`config.mk`:
```
export PLATFORM = sky130hd
export DESIGN_NAME = two_button_gesture_detector_top
export DESIGN_NICKNAME = d
export VERILOG_FILES = /design/src/rtl/core/tbgd_pkg.sv /design/src/rtl/core/tbgd_button.sv /design/src/rtl/core/tbgd_pair.sv /design/src/rtl/core/two_button_gesture_detector_top.sv
export SDC_FILE = /design/constraint.sdc
export NUM_CORES = 1
export LEC_CHECK = 0
export BUFFER_PORTS_ARGS = -buffer_cell sky130_fd_sc_hd__clkbuf_2
export CAP_MARGIN = 20
export CELL_PAD_IN_SITES_DETAIL_PLACEMENT = 0
export CELL_PAD_IN_SITES_GLOBAL_PLACEMENT = 1
export CORE_MARGIN = 2
export CORE_UTILIZATION = 35
export DETAILED_ROUTE_END_ITERATION = 16
export PLACE_DENSITY_LB_ADDON = 0.1
export SYNTH_ARGS = -nofsm -noshare
export SYNTH_HDL_FRONTEND = slang
export SYNTH_SLANG_ARGS = --single-unit
```
`constraint.sdc`:
```
create_clock -name clock -period 10.5 [get_ports clock]
set_clock_uncertainty 0.05 [all_clocks]
set_input_delay 2.1 -clock clock [delete_from_list [all_inputs] [get_ports clock]]
set_output_delay 2.1 -clock clock [all_outputs]
set_load 0.01 [all_outputs]
```
`src/rtl/core/tbgd_pkg.sv`:
```
// ----------------------------------------------------------------------------
// tbgd_pkg
// Shared types and constants for the two-button gesture detector.
// ----------------------------------------------------------------------------
package tbgd_pkg;

   // button phase; the unused code is handled as idle by the default arms
   typedef enum logic [1:0] {
      PH_IDLE = 2'd0,
      PH_DOWN = 2'd1,
      PH_LONG = 2'd2
   } phase_type;

   typedef enum logic [2:0] {
      EV_NONE         = 3'd0,
      EV_TOP_CLICK    = 3'd1,
      EV_TOP_LONG     = 3'd2,
      EV_BOTTOM_CLICK = 3'd3,
      EV_BOTTOM_LONG  = 3'd4,
      EV_BOTH         = 3'd5
   } event_type;

   // register indexes (byte address / 4)
   localparam logic [1:0] REG_DEBOUNCE   = 2'd0;
   localparam logic [1:0] REG_LONG_PRESS = 2'd1;
   localparam logic [1:0] REG_WINDOW     = 2'd2;

   localparam logic [15:0] DEBOUNCE_RESET   = 16'd20;
   localparam logic [15:0] LONG_PRESS_RESET = 16'd300;
   localparam logic [15:0] WINDOW_RESET     = 16'd500;

   typedef struct packed {
      logic [15:0] debounce_time;
      logic [15:0] long_press_time;
      logic [15:0] together_window;
   } cfg_type;

   // per-button event raised by one sample
   typedef struct packed {
      logic fire;
      logic is_long;
   } btn_event_type;

endpackage

```
`src/rtl/core/tbgd_button.sv`:
```
// ----------------------------------------------------------------------------
// tbgd_button
// Debounce and idle/down/long-fired machine for one button.
// ----------------------------------------------------------------------------
module tbgd_button import tbgd_pkg::*; #(
   parameter int TIME_WIDTH = 32
) (
   input  logic                  clock,
   input  logic                  reset,
   input  logic                  advance,
   input  logic [TIME_WIDTH-1:0] now,
   input  logic                  raw,
   input  cfg_type               cfg,
   input  logic                  force_long,
   output logic                  down,
   output logic [TIME_WIDTH-1:0] press_time,
   output btn_event_type         evt
);

   phase_type             phase_ff, phase_in;
   logic                  stable_ff, stable_in;
   logic                  prev_raw_ff;
   logic [TIME_WIDTH-1:0] change_time_ff, change_time_in;
   logic [TIME_WIDTH-1:0] press_time_ff, press_time_in;
   logic                  long_done_ff, long_done_in;

   logic                  long_hit;

   always_comb begin
      change_time_in = (raw != prev_raw_ff) ? now : change_time_ff;
      stable_in      = stable_ff;
      if ((now - change_time_in) >= TIME_WIDTH'(cfg.debounce_time)) begin
         stable_in = raw;
      end
      long_hit = (now - press_time_ff) >= TIME_WIDTH'(cfg.long_press_time);
   end

   // next state
   always_comb begin
      phase_in      = phase_ff;
      press_time_in = press_time_ff;
      long_done_in  = long_done_ff;
      case (phase_ff)
         PH_DOWN: begin
            if (stable_in && !long_done_ff && long_hit) begin
               phase_in     = PH_LONG;
               long_done_in = 1'b1;
            end else if (!stable_in && !long_done_ff) begin
               phase_in = PH_IDLE;
            end
         end
         PH_LONG: begin
            if (!stable_in) begin
               phase_in = PH_IDLE;
            end
         end
         default: begin
            if (stable_in) begin
               phase_in      = PH_DOWN;
               press_time_in = now;
               long_done_in  = 1'b0;
            end
         end
      endcase
   end

   // outputs
   always_comb begin
      evt = '0;
      if (phase_ff == PH_DOWN && !long_done_ff) begin
         if (stable_in && long_hit) begin
            evt.fire    = 1'b1;
            evt.is_long = 1'b1;
         end else if (!stable_in) begin
            evt.fire = 1'b1;
         end
      end
      down       = (phase_in == PH_DOWN);
      press_time = press_time_in;
   end

   always_ff @(posedge clock) begin
      if (reset) begin
         phase_ff       <= PH_IDLE;
         stable_ff      <= 1'b0;
         prev_raw_ff    <= 1'b0;
         change_time_ff <= '0;
         press_time_ff  <= '0;
         long_done_ff   <= 1'b0;
      end else if (advance) begin
         phase_ff       <= force_long ? PH_LONG : phase_in;
         stable_ff      <= stable_in;
         prev_raw_ff    <= raw;
         change_time_ff <= change_time_in;
         press_time_ff  <= press_time_in;
         long_done_ff   <= long_done_in | force_long;
      end
   end

endmodule

```
`src/rtl/core/tbgd_pair.sv`:
```
// ----------------------------------------------------------------------------
// tbgd_pair
// Both-press detection across the two buttons, fired once per overlap.
// ----------------------------------------------------------------------------
module tbgd_pair import tbgd_pkg::*; #(
   parameter int TIME_WIDTH = 32
) (
   input  logic                  clock,
   input  logic                  reset,
   input  logic                  advance,
   input  cfg_type               cfg,
   input  logic                  top_down,
   input  logic                  bottom_down,
   input  logic [TIME_WIDTH-1:0] top_press,
   input  logic [TIME_WIDTH-1:0] bottom_press,
   output logic                  fire
);

   logic                  pair_done_ff, pair_done_in;
   logic [TIME_WIDTH-1:0] dist_tb, dist_bt;
   logic                  near;

   always_comb begin
      dist_tb = top_press - bottom_press;
      dist_bt = bottom_press - top_press;
      // min of the two modular distances is within the window
      near = (dist_tb <= TIME_WIDTH'(cfg.together_window)) ||
             (dist_bt <= TIME_WIDTH'(cfg.together_window));
      fire = top_down && bottom_down && !pair_done_ff && near;
      pair_done_in = pair_done_ff | fire;
      if (!top_down && !bottom_down) begin
         pair_done_in = 1'b0;
      end
   end

   always_ff @(posedge clock) begin
      if (reset) begin
         pair_done_ff <= 1'b0;
      end else if (advance) begin
         pair_done_ff <= pair_done_in;
      end
   end

endmodule

```
`src/rtl/core/two_button_gesture_detector_top.sv`:
```
// ----------------------------------------------------------------------------
// two_button_gesture_detector_top
// Debounced click / long-press / both-press detector for two buttons.
// ----------------------------------------------------------------------------
//  channel | direction | handshake           | payload
//  req     | in        | req_valid/req_stall | req_now_ms, req_top_pressed,
//          |           |                     | req_bottom_pressed
//  rsp     | out       | rsp_valid/rsp_stall | rsp_event_code
//  csr     | in/out    | APB, pready high    | 16-bit registers at 0, 4, 8
//
// One item per cycle while the result is not stalled; an accepted item is held
// in the input register and its result is loaded into the result register.
// The sample's debounce, phase and pair logic sits between those registers.
// Reset is synchronous and returns button state, configuration registers and valid flags to default.
// A stalled result holds; the input register keeps taking items as long as
// the result register can move.
// ----------------------------------------------------------------------------
module two_button_gesture_detector_top import tbgd_pkg::*; #(
   parameter int TIME_WIDTH = 32
) (
   input  logic        clock,
   input  logic        reset,
   input  logic        req_valid,
   output logic        req_stall,
   input  logic [31:0] req_now_ms,
   input  logic        req_top_pressed,
   input  logic        req_bottom_pressed,
   output logic        rsp_valid,
   input  logic        rsp_stall,
   output logic [2:0]  rsp_event_code,
   input  logic        csr_psel,
   input  logic        csr_penable,
   input  logic        csr_pwrite,
   input  logic [3:0]  csr_paddr,
   input  logic [31:0] csr_pwdata,
   output logic [31:0] csr_prdata,
   output logic        csr_pready
);

   cfg_type               cfg_ff;
   logic                  in_valid_ff;
   logic [31:0]           in_now_ff;
   logic                  in_top_ff, in_bottom_ff;
   logic                  rsp_valid_ff;
   event_type             rsp_event_ff, rsp_event_in;
   logic                  advance;
   logic [TIME_WIDTH-1:0] now;
   logic [1:0]            reg_index;

   logic                  top_down, bottom_down;
   logic [TIME_WIDTH-1:0] top_press, bottom_press;
   btn_event_type         top_evt, bottom_evt;
   logic                  both_fire;

   // ---- configuration port ----
   assign csr_pready = 1'b1;
   assign reg_index  = csr_paddr[3:2];

   always_ff @(posedge clock) begin
      if (reset) begin
         cfg_ff.debounce_time   <= DEBOUNCE_RESET;
         cfg_ff.long_press_time <= LONG_PRESS_RESET;
         cfg_ff.together_window <= WINDOW_RESET;
      end else if (csr_psel && csr_penable && csr_pwrite) begin
         case (reg_index)
            REG_DEBOUNCE:   cfg_ff.debounce_time   <= csr_pwdata[15:0];
            REG_LONG_PRESS: cfg_ff.long_press_time <= csr_pwdata[15:0];
            REG_WINDOW:     cfg_ff.together_window <= csr_pwdata[15:0];
            default: ;
         endcase
      end
   end

   always_comb begin
      case (reg_index)
         REG_DEBOUNCE:   csr_prdata = {16'd0, cfg_ff.debounce_time};
         REG_LONG_PRESS: csr_prdata = {16'd0, cfg_ff.long_press_time};
         REG_WINDOW:     csr_prdata = {16'd0, cfg_ff.together_window};
         default:        csr_prdata = '0;
      endcase
   end

   // ---- handshake ----
   assign advance   = in_valid_ff && (!rsp_valid_ff || !rsp_stall);
   assign req_stall = in_valid_ff && !advance;
   assign rsp_valid = rsp_valid_ff;
   assign rsp_event_code = rsp_event_ff;

   always_ff @(posedge clock) begin
      if (reset) begin
         in_valid_ff <= 1'b0;
      end else if (!req_stall) begin
         in_valid_ff <= req_valid;
      end
   end

   always_ff @(posedge clock) begin
      if (!req_stall && req_valid) begin
         in_now_ff    <= req_now_ms;
         in_top_ff    <= req_top_pressed;
         in_bottom_ff <= req_bottom_pressed;
      end
   end

   assign now = TIME_WIDTH'(in_now_ff);

   // ---- per-sample logic ----
   tbgd_button #(.TIME_WIDTH(TIME_WIDTH)) u_top (
      .clock      (clock),
      .reset      (reset),
      .advance    (advance),
      .now        (now),
      .raw        (in_top_ff),
      .cfg        (cfg_ff),
      .force_long (both_fire),
      .down       (top_down),
      .press_time (top_press),
      .evt        (top_evt)
   );

   tbgd_button #(.TIME_WIDTH(TIME_WIDTH)) u_bottom (
      .clock      (clock),
      .reset      (reset),
      .advance    (advance),
      .now        (now),
      .raw        (in_bottom_ff),
      .cfg        (cfg_ff),
      .force_long (both_fire),
      .down       (bottom_down),
      .press_time (bottom_press),
      .evt        (bottom_evt)
   );

   tbgd_pair #(.TIME_WIDTH(TIME_WIDTH)) u_pair (
      .clock        (clock),
      .reset        (reset),
      .advance      (advance),
      .cfg          (cfg_ff),
      .top_down     (top_down),
      .bottom_down  (bottom_down),
      .top_press    (top_press),
      .bottom_press (bottom_press),
      .fire         (both_fire)
   );

   // later events win: top, then bottom, then both
   always_comb begin
      rsp_event_in = EV_NONE;
      if (top_evt.fire) begin
         rsp_event_in = top_evt.is_long ? EV_TOP_LONG : EV_TOP_CLICK;
      end
      if (bottom_evt.fire) begin
         rsp_event_in = bottom_evt.is_long ? EV_BOTTOM_LONG : EV_BOTTOM_CLICK;
      end
      if (both_fire) begin
         rsp_event_in = EV_BOTH;
      end
   end

   always_ff @(posedge clock) begin
      if (reset) begin
         rsp_valid_ff <= 1'b0;
      end else if (advance) begin
         rsp_valid_ff <= 1'b1;
      end else if (!rsp_stall) begin
         rsp_valid_ff <= 1'b0;
      end
   end

   always_ff @(posedge clock) begin
      if (advance) begin
         rsp_event_ff <= rsp_event_in;
      end
   end

endmodule

```
# Word level (Yosys, flattened, before mapping)
# Cells that the tools add are included.
# classes
magnitude_cmp,6
n_eq_ne,11
n_mux,42
n_addsub,6
n_reduce_logical,38
bitwise,3
# ops
operator,n
$mux W32,6
$sub A32 B32 Y32,6
$ge A32 B16 Y1,4
$le A32 B16 Y1,2
$pmux W16 S3,1
$mux W2,14
$logic_and A1 B1 Y1,19
$mux W1,15
$logic_not A1 Y1,11
$eq A2 B1 Y1 const B,5
$pmux W2 S2,2
$eq A2 B2 Y1 const B,3
$mux W3,2
$reduce_and A2 Y1,3
$pmux W1 S2,2
$reduce_or A2 Y1,2
$or A1 B1 Y1,3
$logic_not A2 Y1,1
$logic_or A1 B1 Y1,2
$ne A1 B1 Y1,2
$ne A2 B1 Y1 const B,1
# totals
word_cells,128
reg_bits,226
in_bits,77

# Logic depth before layout (Yosys ltp)
# Gate-level depths: netlist of run 1.
# depth
depth_word,16
ltp_mapped,57
mapped_depth_nobuf,52

# Cells and area by module
# Synthesis of run 1 repeated with hierarchy kept, for this count alone.
# hier_totals
cells_unflattened,3266
area_unflattened_um2,25493.2
# by_module_without_submodules
mod,cells_each,instances,seq_area_each_um2,area_each_um2
tbgd_button (u_bottom),1168,1,1381.3,8829.7
tbgd_button (u_top),1121,1,1381.3,8449.4
tbgd_pair,666,1,20.0,4568.1
two_button_gesture_detector_top,311,1,2112.0,3646.0

# Least setup slack after synthesis of run 1
# OpenSTA, ideal clock, no wires.
# synth_timing
path_kind,flip-flop to flip-flop
startpoint,register in_bottom_ff
endpoint,register u_bottom.phase_ff[0]
setup_time_ps,117
slack_ps,-1100
period_less_slack_ps,11600
path_stages_with_launch,56
t_arrival_ps,11433
required_ps,10333
path_cell_list,edfxtp_1 > xor2_2 > buf_4 > buf_2 > buf_1 > mux2i_1 > ha_1 > clkbuf_1 > a21oi_1 > o31ai_1 > a221o_1 > or2_2 > xor2_1 > ha_1 > nand4_1 > nor3_1 > o21ai_0 > o2111ai_1 > (+20 left out) > a21oi_1 > nor2b_1 > o21ai_0 > nand2b_1 > a21oi_1 > nor2b_1 > o21ai_0 > nand2b_1 > a21oi_1 > a21oi_1 > nor4_1 > nor4bb_1 > nand3_1 > a2111oi_1 > nand4b_4 > o21ai_2 > nand2_2 > a32o_1
# synth_via
elab_chain_len,15
# synth_rtl
element,line_no,rtl
"start, declared",two_button_gesture_detector_top.sv:43,"logic in_top_ff, in_bottom_ff;"
"start signal, assigned",two_button_gesture_detector_top.sv:101,in_bottom_ff <= req_bottom_pressed;
$ne A1 B1 Y1,tbgd_button.sv:30,change_time_in = (raw != prev_raw_ff) ? now : change_time_ff;
$mux W32,tbgd_button.sv:30,
$sub A32 B32 Y32,tbgd_button.sv:32,if ((now - change_time_in) >= TIME_WIDTH'(cfg.debounce_time)) begin
$ge A32 B16 Y1,tbgd_button.sv:32,
$mux W1 *,tbgd_button.sv:32,
"parallel branches: the longest is 9 deep, another holds $sub A32 B32 Y32",--,
$mux W2 *,tbgd_button.sv:91,phase_ff <= force_long ? PH_LONG : phase_in;
"end signal, assigned",tbgd_button.sv:91,
"end, declared",tbgd_button.sv:20,"phase_type phase_ff, phase_in;"
# Every way passes the cells marked *.
# A chain may end at the register's enable or synchronous reset.

# Final worst setup path of run 1
# layout_timing
startpoint,register in_bottom_ff
endpoint,register u_pair.pair_done_ff
# layout_via
elab_chain_len,16
# layout_rtl
element,line_no,rtl
$ne A1 B1 Y1,tbgd_button.sv:30,
$mux W32,tbgd_button.sv:30,
$sub A32 B32 Y32,tbgd_button.sv:32,
$ge A32 B16 Y1,tbgd_button.sv:32,
$mux W1 *,tbgd_button.sv:32,
"parallel branches: the longest is 10 deep, another holds $sub A32 B32 Y32",--,
$mux W1 *,tbgd_pair.sv:31,if (!top_down && !bottom_down) begin
"end signal, assigned",tbgd_pair.sv:40,pair_done_ff <= pair_done_in;
"end, declared",tbgd_pair.sv:19,"logic pair_done_ff, pair_done_in;"
# Marked as above.

==> results of run 1 <==
power by group through the flow:
stage	clock, W	sequential [W]	combinational, W
after floorplan	0	0.000970	0.00144
final	0.00119	0.000964	0.00295
after CTS	0.00122	0.000962	0.00282
after global routing	0.00126	0.000968	0.00319
after detailed placement	0	0.000980	0.00268
after global placement	0	0.000979	0.00267
what timing repair did:
| action | 4_1_cts | 5_1_grt |
|---|---|---|
| hold buffers | 0 | 0 |
| resized for setup | 140 | 114 |
| pin swaps | 80 | 76 |
| cloned | 0 | 0 |
| buffers inserted | 23 | 33 |
| setup endpoints to repair | 10 | 10 |
cell families after synthesis:
family	synth area share
simple gates	0.224
compound gates	0.294
buf+inv	0.0709
fa+ha+maj	0.138
flops	0.196
xor+xnor	0.0459
mux	0.0302
other cells	0.000301
flip-flops by register name, indices dropped and copies added, names as in the netlist, named ones only:
| register | count |
|---|---|
| u_bottom.phase_ff | 2 |
| u_bottom.press_time_ff | 32 |
| u_bottom.stable_ff | 1 |
| u_top.stable_ff | 1 |
| u_top.change_time_ff | 32 |
| cfg_ff | 48 |
| u_pair.pair_done_ff | 1 |
| in_valid_ff | 1 |
| in_now_ff | 32 |
| u_bottom.long_done_ff | 1 |
| u_bottom.change_time_ff | 32 |
| in_bottom_ff | 1 |
| u_bottom.prev_raw_ff | 1 |
| u_top.long_done_ff | 1 |
| in_top_ff | 1 |
| u_top.prev_raw_ff | 1 |
| rsp_valid | 1 |
| rsp_event_code | 3 |
| u_top.press_time_ff | 28 |
| u_top.phase_ff | 2 |
layout by cell type (no fill, tap or decap), types with 75 or more instances in the layout:
cell type,n
a21oi_1,382
ha_1,237
o21ai_0,156
a21o_1,94
clkbuf_2,78
a211oi_1,94
dfxtp_1,189
nand2_1,450
nor2_1,284
inv_1,252
buf_4,737
xnor2_1,75
cells in the mapped netlist, drive strengths merged, types with 9 or more instances:
cell / count
a2111oi: 16
a211oi: 101
a21boi: 16
a21o: 95
a21oi: 416
a22oi: 10
a311oi: 11
a31oi: 33
and2: 19
and3: 25
buf: 41
clkbuf: 146
dfxtp: 189
edfxtp: 37
ha: 259
inv: 261
maj3: 13
mux2i: 72
nand2: 459
nand2b: 60
nand3: 60
nand4: 68
nor2: 294
nor2b: 49
nor3: 64
nor3b: 9
nor4: 21
o2111ai: 15
o211ai: 40
o21a: 30
o21ai: 178
o21bai: 37
o22ai: 12
o31a: 9
o31ai: 24
or2: 12
or3: 17
or4: 14
xnor2: 87
xor2: 42
layer usage:
metal / wire length, um / up-vias / global-route usage / share of wire
li1: - / 13979 / - / -
met1: 47400 / 13649 / 0.356 / 0.43
met2: 53300 / 711 / 0.514 / 0.48
met3: 4840 / 182 / 0.0339 / 0.044
met4: 4790 / 0 / 0.114 / 0.043
met5: 0 / - / 0 / 0
critical path: cells and delay by family (launching register included):
kind / cells / cell delay (ps)
AOI/OAI and AO/OA: 16 / 2940
muxes: 1 / 210
and+or+nand+nor: 18 / 3490
adders and majority gates: 4 / 1220
xor gates and xnor gates: 3 / 500
DFF: 1 / 480
buffers and inverters: 9 / 1270
worst max-delay path by stage:
stage	depth (start not counted)	endpoint	slack, ps	startpoint
2_1_floorplan	52	u_bottom.phase_ff[0]$_SDFFE_PP0P_	20	in_top_ff$_DFFE_PP_
3_3_place_gp	51	u_pair.pair_done_ff$_SDFFE_PP0P_	-760	in_bottom_ff$_DFFE_PP_
3_5_place_dp	53	u_pair.pair_done_ff$_SDFFE_PP0P_	-960	in_bottom_ff$_DFFE_PP_
4_1_cts	53	u_bottom.phase_ff[0]$_SDFFE_PP0P_	5	in_bottom_ff$_DFFE_PP_
5_1_grt	54	u_pair.pair_done_ff$_SDFFE_PP0P_	-240	in_top_ff$_DFFE_PP_
6_report	51	u_pair.pair_done_ff$_SDFFE_PP0P_	160	in_bottom_ff$_DFFE_PP_
area by class of cell:
class                           count  share of cell area
Sequential cell                   226               0.144
Tap cell                          940              0.0345
Clock inverter                     14             0.00396
Antenna cell                        1           0.0000734
Inverter                          262              0.0291
Clock buffer                       47              0.0297
Multi-Input combinational cell   2834               0.574
Timing Repair Buffer              845               0.185
through the flow:
stage	setup slack [ps]	instances	hold slack, ps
6_report	157	5169	405
5_1_grt	-241	5168	430
4_1_cts	4.92	5134	406
3_5_place_dp	-961	5050	399
3_3_place_gp	-757	5050	392
2_1_floorplan	23.5	3509	386
==> summary.md, run 1 <==
| Metric | Value |
|---|---|
| Outcome | finished, final reports clean |
| Row count | 97 |
| Tot Pwr | a little over 0.005 W |
| FF-to-FF End | u_pair.pair_done_ff$_SDFFE_PP0P_ |
| Sequential fraction of design power | 0.189 |
| TritonCTS Buffers | 34 |
| Drc violations | 0 |
| Largest net degree at the start of global routing | 94 |
| Synth top area cells | dfxtp_1 15%, ha_1 13%, a21oi_1 8.3%, nand2_1 6.9%, edfxtp_1 4.5% |
| Synth Register Bits | 226 |
| Combinational Power Share | 0.578 |
| Mean post-synth cell area | between 7 and 8 um^2 |
| Post-route setup TNS | 0 ps |
| Max stage delay cell, worst path | or4_4 |
| Core area | approximately 70,000 um^2 |
| Die H | between 200 and 300 um |
| Synth area leader | dfxtp_1 |
| Fin util | 0.485 |
| DIE WIDTH | around 270 um |
| Iteration-0 DRC Markers | slightly above 2,000 |
| Port buffer count | 79 |
| GP Congestion | between 0.9 and 1 |
| WL/cell | approximately 21 um |
| Register area | approximately 5000 um^2 |
| Cells after synthesis | around 3,500 |
| Post-route cell area | between 30,000 and 40,000 um^2 |
| Area of the multi-input gates | 19,600 um^2 |
| Critical Path Most Common Cell | buf_6 |
| RSZ-0062 raised after global routing | true |
| Max VDD drop | about 0.00010 V |
| Max transition margin | 0.165 |
| Max Fclk | between 90 and 100 MHz |
| Avg Vias per Cell | 5.52 |
| Clk pwr share | 0.234 |
| Total GRT Usage | 0.290 |
| Min cycle time layout | 10,340 ps |
| CP arrival | between 10,000 and 15,000 ps |
| Syn Std Cell Area | roughly 25,000 um^2 |
| Area delta synth->final | 36.6% |
| Drt total wl | around 110 mm |
| Final net count | 4,543 |
| Die ar. | around 73,000 um^2 |
| Switching Fraction | 0.412 |
| Final Max Slew Viols | 0 |
| Hold Crit Start | u_bottom.change_time_ff[29]$_SDFFE_PP0P_ |
| Sink Count | approximately 230 |
| Vias in the first global route | about 28,000 |
| Type of origin of the critical path | register |
| Pleak | between 10 and 15 nW |
| Max incr delay on CP | 550 ps |
| Fill cells | 7,045 |
| Clock slew at reported path FFs | approximately 60 ps |
| FF-to-FF Start | in_bottom_ff$_DFFE_PP_ |
| Psw | 0.00210 W |
| Max cap viols | 0 |
| Crit share post-route | 0.985 |
| Initial core utilization | 0.355 |
| Final count of negative-setup-slack endpoints | 0 |
| Worst hold stages | 2 |
| Worst slew pin tran | 1220 ps |
| Skew-Pair Late Insertion Delay | ~570 ps |
| Async SR Flop Fraction | 0 |
| P per Cell Area | 150 nW/um^2 |
| Internal power | 0.00300 W |
| Cell variety after synth | between 100 and 150 |
| H-tree lvl count | 2 |
| YS warnings | 0 |
| Post-DRT Antenna Nets | 0 |
| Congestion Overflow GR | 0 |
| Top FF cell, synth | dfxtp_1 |
| R2R Setup Slk | between 150 and 200 ps |
| Seq/Total Area, Yosys | 0.196 |
| Post-synth EDFFs | 37 |
| WHS Endpoint | u_bottom.change_time_ff[29]$_SDFFE_PP0P_ |
| Hold Fails Final Rpt | 0 |
| I/O pin total | approximately 120 |
| First-pass GRT wire length | about 160 mm |
| Drt first pass iters | 5 |
| Clock root buffer | clkbuf_16 |
| CTS tree | built |
| CP Class | register to register |
| DP Area | about 31,000 um^2 |
| CP Data Required Time | between 10,000 and 15,000 ps |
| Initial antenna violation count | 0 |
| DR vias | 28,521 |
| Clk buf depth | 3 |
| HPWL Detailed | between 90 and 100 mm |
| CP endpoint kind | register |
| Top cell type's share of synthesized area | 0.152 |
| Worst Path Max Fanout | 6 |
| R2R cell count | slightly above 50 |
| Share of layout cells above drive strength 1 | 0.266 |
| HP Class | register to register |
Power figures use the tool's default switching activity.
==> run 2: changes to the inputs <==
--- a/config.mk
+++ b/config.mk
@@ -5,6 +5,7 @@
 export SDC_FILE = /design/constraint.sdc
 export NUM_CORES = 1
 export LEC_CHECK = 0
+export ABC_AREA = 1
 export BUFFER_PORTS_ARGS = -buffer_cell sky130_fd_sc_hd__clkbuf_2
 export CAP_MARGIN = 20
 export CELL_PAD_IN_SITES_DETAIL_PLACEMENT = 0
==> summary.md, run 2 <==
| Metric | Value |
|---|---|
| Initial core utilization | 0.355 |
| Share of layout cells above drive strength 1 | 0.0801 |
| Max Fclk | about 110 MHz |
| Final Max Slew Viols | 0 |
| CTS tree | built |
| Synth Register Bits | 226 |
| Switching Fraction | 0.468 |
| Top FF cell, synth | dfxtp_1 |
| Worst hold stages | 2 |
| Crit share post-route | 0.896 |
| Combinational Power Share | 0.530 |
| DR vias | around 25,000 |
| Clock root buffer | clkbuf_16 |
| Core area | between 60,000 and 70,000 um^2 |
| Seq/Total Area, Yosys | 0.201 |
| Die H | ~270 um |
| DIE WIDTH | ~270 um |
| Mean post-synth cell area | about 6.2 um^2 |
| CP Class | register to register |
| FF-to-FF Start | in_bottom_ff$_DFFE_PP_ |
| Clk pwr share | 0.238 |
| Synth top area cells | dfxtp_1 16%, nand2_1 14%, ha_1 13%, inv_1 10%, a21oi_1 8.4% |
| Worst Path Buf+Inv | 6 |
| Port buffer count | 79 |
| Worst slew pin tran | 1030 ps |
| Commonest non-fill, non-tap cell in the layout | nand2_1 |
| Drt total wl | 92.3 mm |
| Post-CTS Repair Setup Buffers | 0 |
| Drt first pass iters | 6 |
| Hold Crit Start | u_bottom.change_time_ff[0]$_SDFFE_PP0P_ |
| Die ar. | ~72,000 um^2 |
| Initial antenna violation count | 1 |
| WL/cell | ~19 um |
| Max incr delay on CP | about 480 ps |
| ANT cells | 0 |
| Final count of negative-setup-slack endpoints | 0 |
| Cell variety after synth | 61 |
| Max reg flops | 48 |
| Max cap viols | 0 |
| Vias in the first global route | between 20,000 and 25,000 |
| Met3 WL post-DR | around 3.2 mm |
| P per Cell Area | 159 nW/um^2 |
| DP Area | 25,600 um^2 |
| Avg Vias per Cell | 5.04 |
| Area delta synth->final | 8.86% |
| Fin util | 0.386 |
| Post-synth EDFFs | 37 |
| Synth area leader | dfxtp_1 |
| Critical Path Most Common Cell | nand2_1 |
| Internal power | approximately 0.0022 W |
| Count leader, synth | nand2_1 |
| Row count | between 90 and 100 |
| Iteration-0 DRC Markers | about 1,700 |
| Syn Std Cell Area | 24,400 um^2 |
| CTS Hold Bufs | 0 |
| Clock slew at reported path FFs | roughly 70 ps |
| H-tree lvl count | 1 |
| Post-route cell area | ~27,000 um^2 |
| WL met2 | ~43 mm |
| Largest net degree at the start of global routing | 87 |
| Post_cts resized | 0 |
| Post-route setup TNS | 0 ps |
| Commonest non-fill, non-tap cells in the layout | 888 x nand2_1, 658 x inv_1, 409 x a21oi_1 |
| Skew-Pair Late Insertion Delay | 600 ps |
| Cells after synthesis | approximately 3,900 |
| Sink Count | between 200 and 250 |
| Hold Fails Final Rpt | 0 |
| CP arrival | 9730 ps |
| Met1 WL | between 40 and 50 mm |
| Pleak | roughly 13 nW |
| Most frequent cells after synthesis | 888 x nand2_1, 660 x inv_1, 409 x a21oi_1, 354 x o21ai_0, 283 x nor2_1 |
| Top sig layer | met4 |
| Max transition margin | 0.316 |
| Psw | between 0.0015 and 0.002 W |
| R2R cell count | 53 |
| Drc violations | 0 |
| YS warnings | 0 |
| WHS Endpoint | u_bottom.change_time_ff[0]$_SDFFE_PP0P_ |
| First-pass GRT wire length | 138 mm |
| TritonCTS Buffers | 28 |
| Crit path max-delay family | simple AND/OR/NAND/NOR gates |
| Sequential fraction of design power | 0.233 |
| GP Congestion | ~0.91 |
| HPWL Detailed | between 70 and 80 mm |
| Type of origin of the critical path | register |
| CP endpoint kind | register |
| FF-to-FF End | rsp_event_code[2]$_SDFFCE_PP1P_ |
| Min cycle time layout | 9410 ps |
| Total GRT Usage | 0.253 |
| Clk buf depth | 3 |
| Async SR Flop Fraction | 0 |
| Congestion Overflow GR | 0 |
| Outcome | finished, final reports clean |
| Top cell type's share of synthesized area | 0.155 |
| HP Class | register to register |
| Worst Path Max Fanout | 19 |
| RSZ-0062 raised after global routing | false |
| Final net count | 4,275 |
| Max VDD drop | 0.000115 V |
| CP Data Required Time | approximately 11,000 ps |
| R2R Setup Slk | approximately 1100 ps |
| Most flops, register | cfg_ff |
| Max stage delay cell, worst path | edfxtp_1 |
| Post-DRT Antenna Nets | 0 |
| I/O pin total | 115 |
==> run 2: cell families (layout without fill, tap and decap cells) <==
logic type                 after synthesis  after routing  share of synthesized area
and+or+nand+nor                       1556           1556                      0.281
buffers and inverters                  809            843                      0.130
other                                    2             17                   0.000308
xor gates and xnor gates               117            117                     0.0420
AOI/OAI and AO/OA                      935            935                      0.210
DFF                                    226            226                      0.201
adders and majority gates              263            263                      0.136
==> run 2: per-stage QoR <==
stage / hold slack (ps) / total power, W / std cells / setup slack, ps
2_1_floorplan: 375 / 0.00257 / 3923 / 2590
3_3_place_gp: 402 / 0.00321 / 4836 / 1020
5_1_grt: 437 / 0.00455 / 4888 / 106
6_report: 418 / 0.00421 / 4888 / 1090
3_5_place_dp: 407 / 0.00321 / 4836 / 946
4_1_cts: 418 / 0.00423 / 4888 / 895
==> run 2: how the worst max path moves through the flow <==
stage	start	endpoint	slack [ps]	depth (start not counted)
2_1_floorplan	in_top_ff$_DFFE_PP_	u_bottom.phase_ff[0]$_SDFFE_PP0P_	2590	63
3_3_place_gp	in_bottom_ff$_DFFE_PP_	rsp_event_code[2]$_SDFFCE_PP1P_	1020	53
3_5_place_dp	in_bottom_ff$_DFFE_PP_	rsp_event_code[2]$_SDFFCE_PP1P_	950	53
4_1_cts	in_bottom_ff$_DFFE_PP_	rsp_event_code[2]$_SDFFCE_PP1P_	890	53
5_1_grt	in_bottom_ff$_DFFE_PP_	rsp_event_code[2]$_SDFFCE_PP1P_	110	52
6_report	in_bottom_ff$_DFFE_PP_	rsp_event_code[2]$_SDFFCE_PP1P_	1090	53
==> run 2: worst min-delay path: stages, from the launching register on <==
cell and delay, ps:
dfxtp_1 300, inv_1 60, a21oi_1 60
==> run 2: layout make-up <==
cell class                      count  area [um^2]
Sequential cell                   226         4890
Clock buffer                       38          820
Inverter                          690         2590
Fill cell                        7726        42200
Tap cell                          931         1160
Multi-Input combinational cell   2888        16400
Timing Repair Buffer              101          561
Clock inverter                     14          120
==> run 2: per-layer routing <==
metal | GRT usage | up-vias
met2 | 0.443 | 459
met1 | 0.340 | 11315
met5 | 0 | -
met4 | 0.0592 | 0
li1 | - | 12790
met3 | 0.0175 | 91
==> run 2: power by group through the flow <==
stage | clock network, W | registers [W] | logic, W
final | 0.00100 | 0.000979 | 0.00223
after global routing | 0.00105 | 0.000985 | 0.00252
after CTS | 0.00102 | 0.000978 | 0.00223
after detailed placement | 0 | 0.000997 | 0.00222
after global placement | 0 | 0.000996 | 0.00222
after floorplan | 0 | 0.000980 | 0.00159
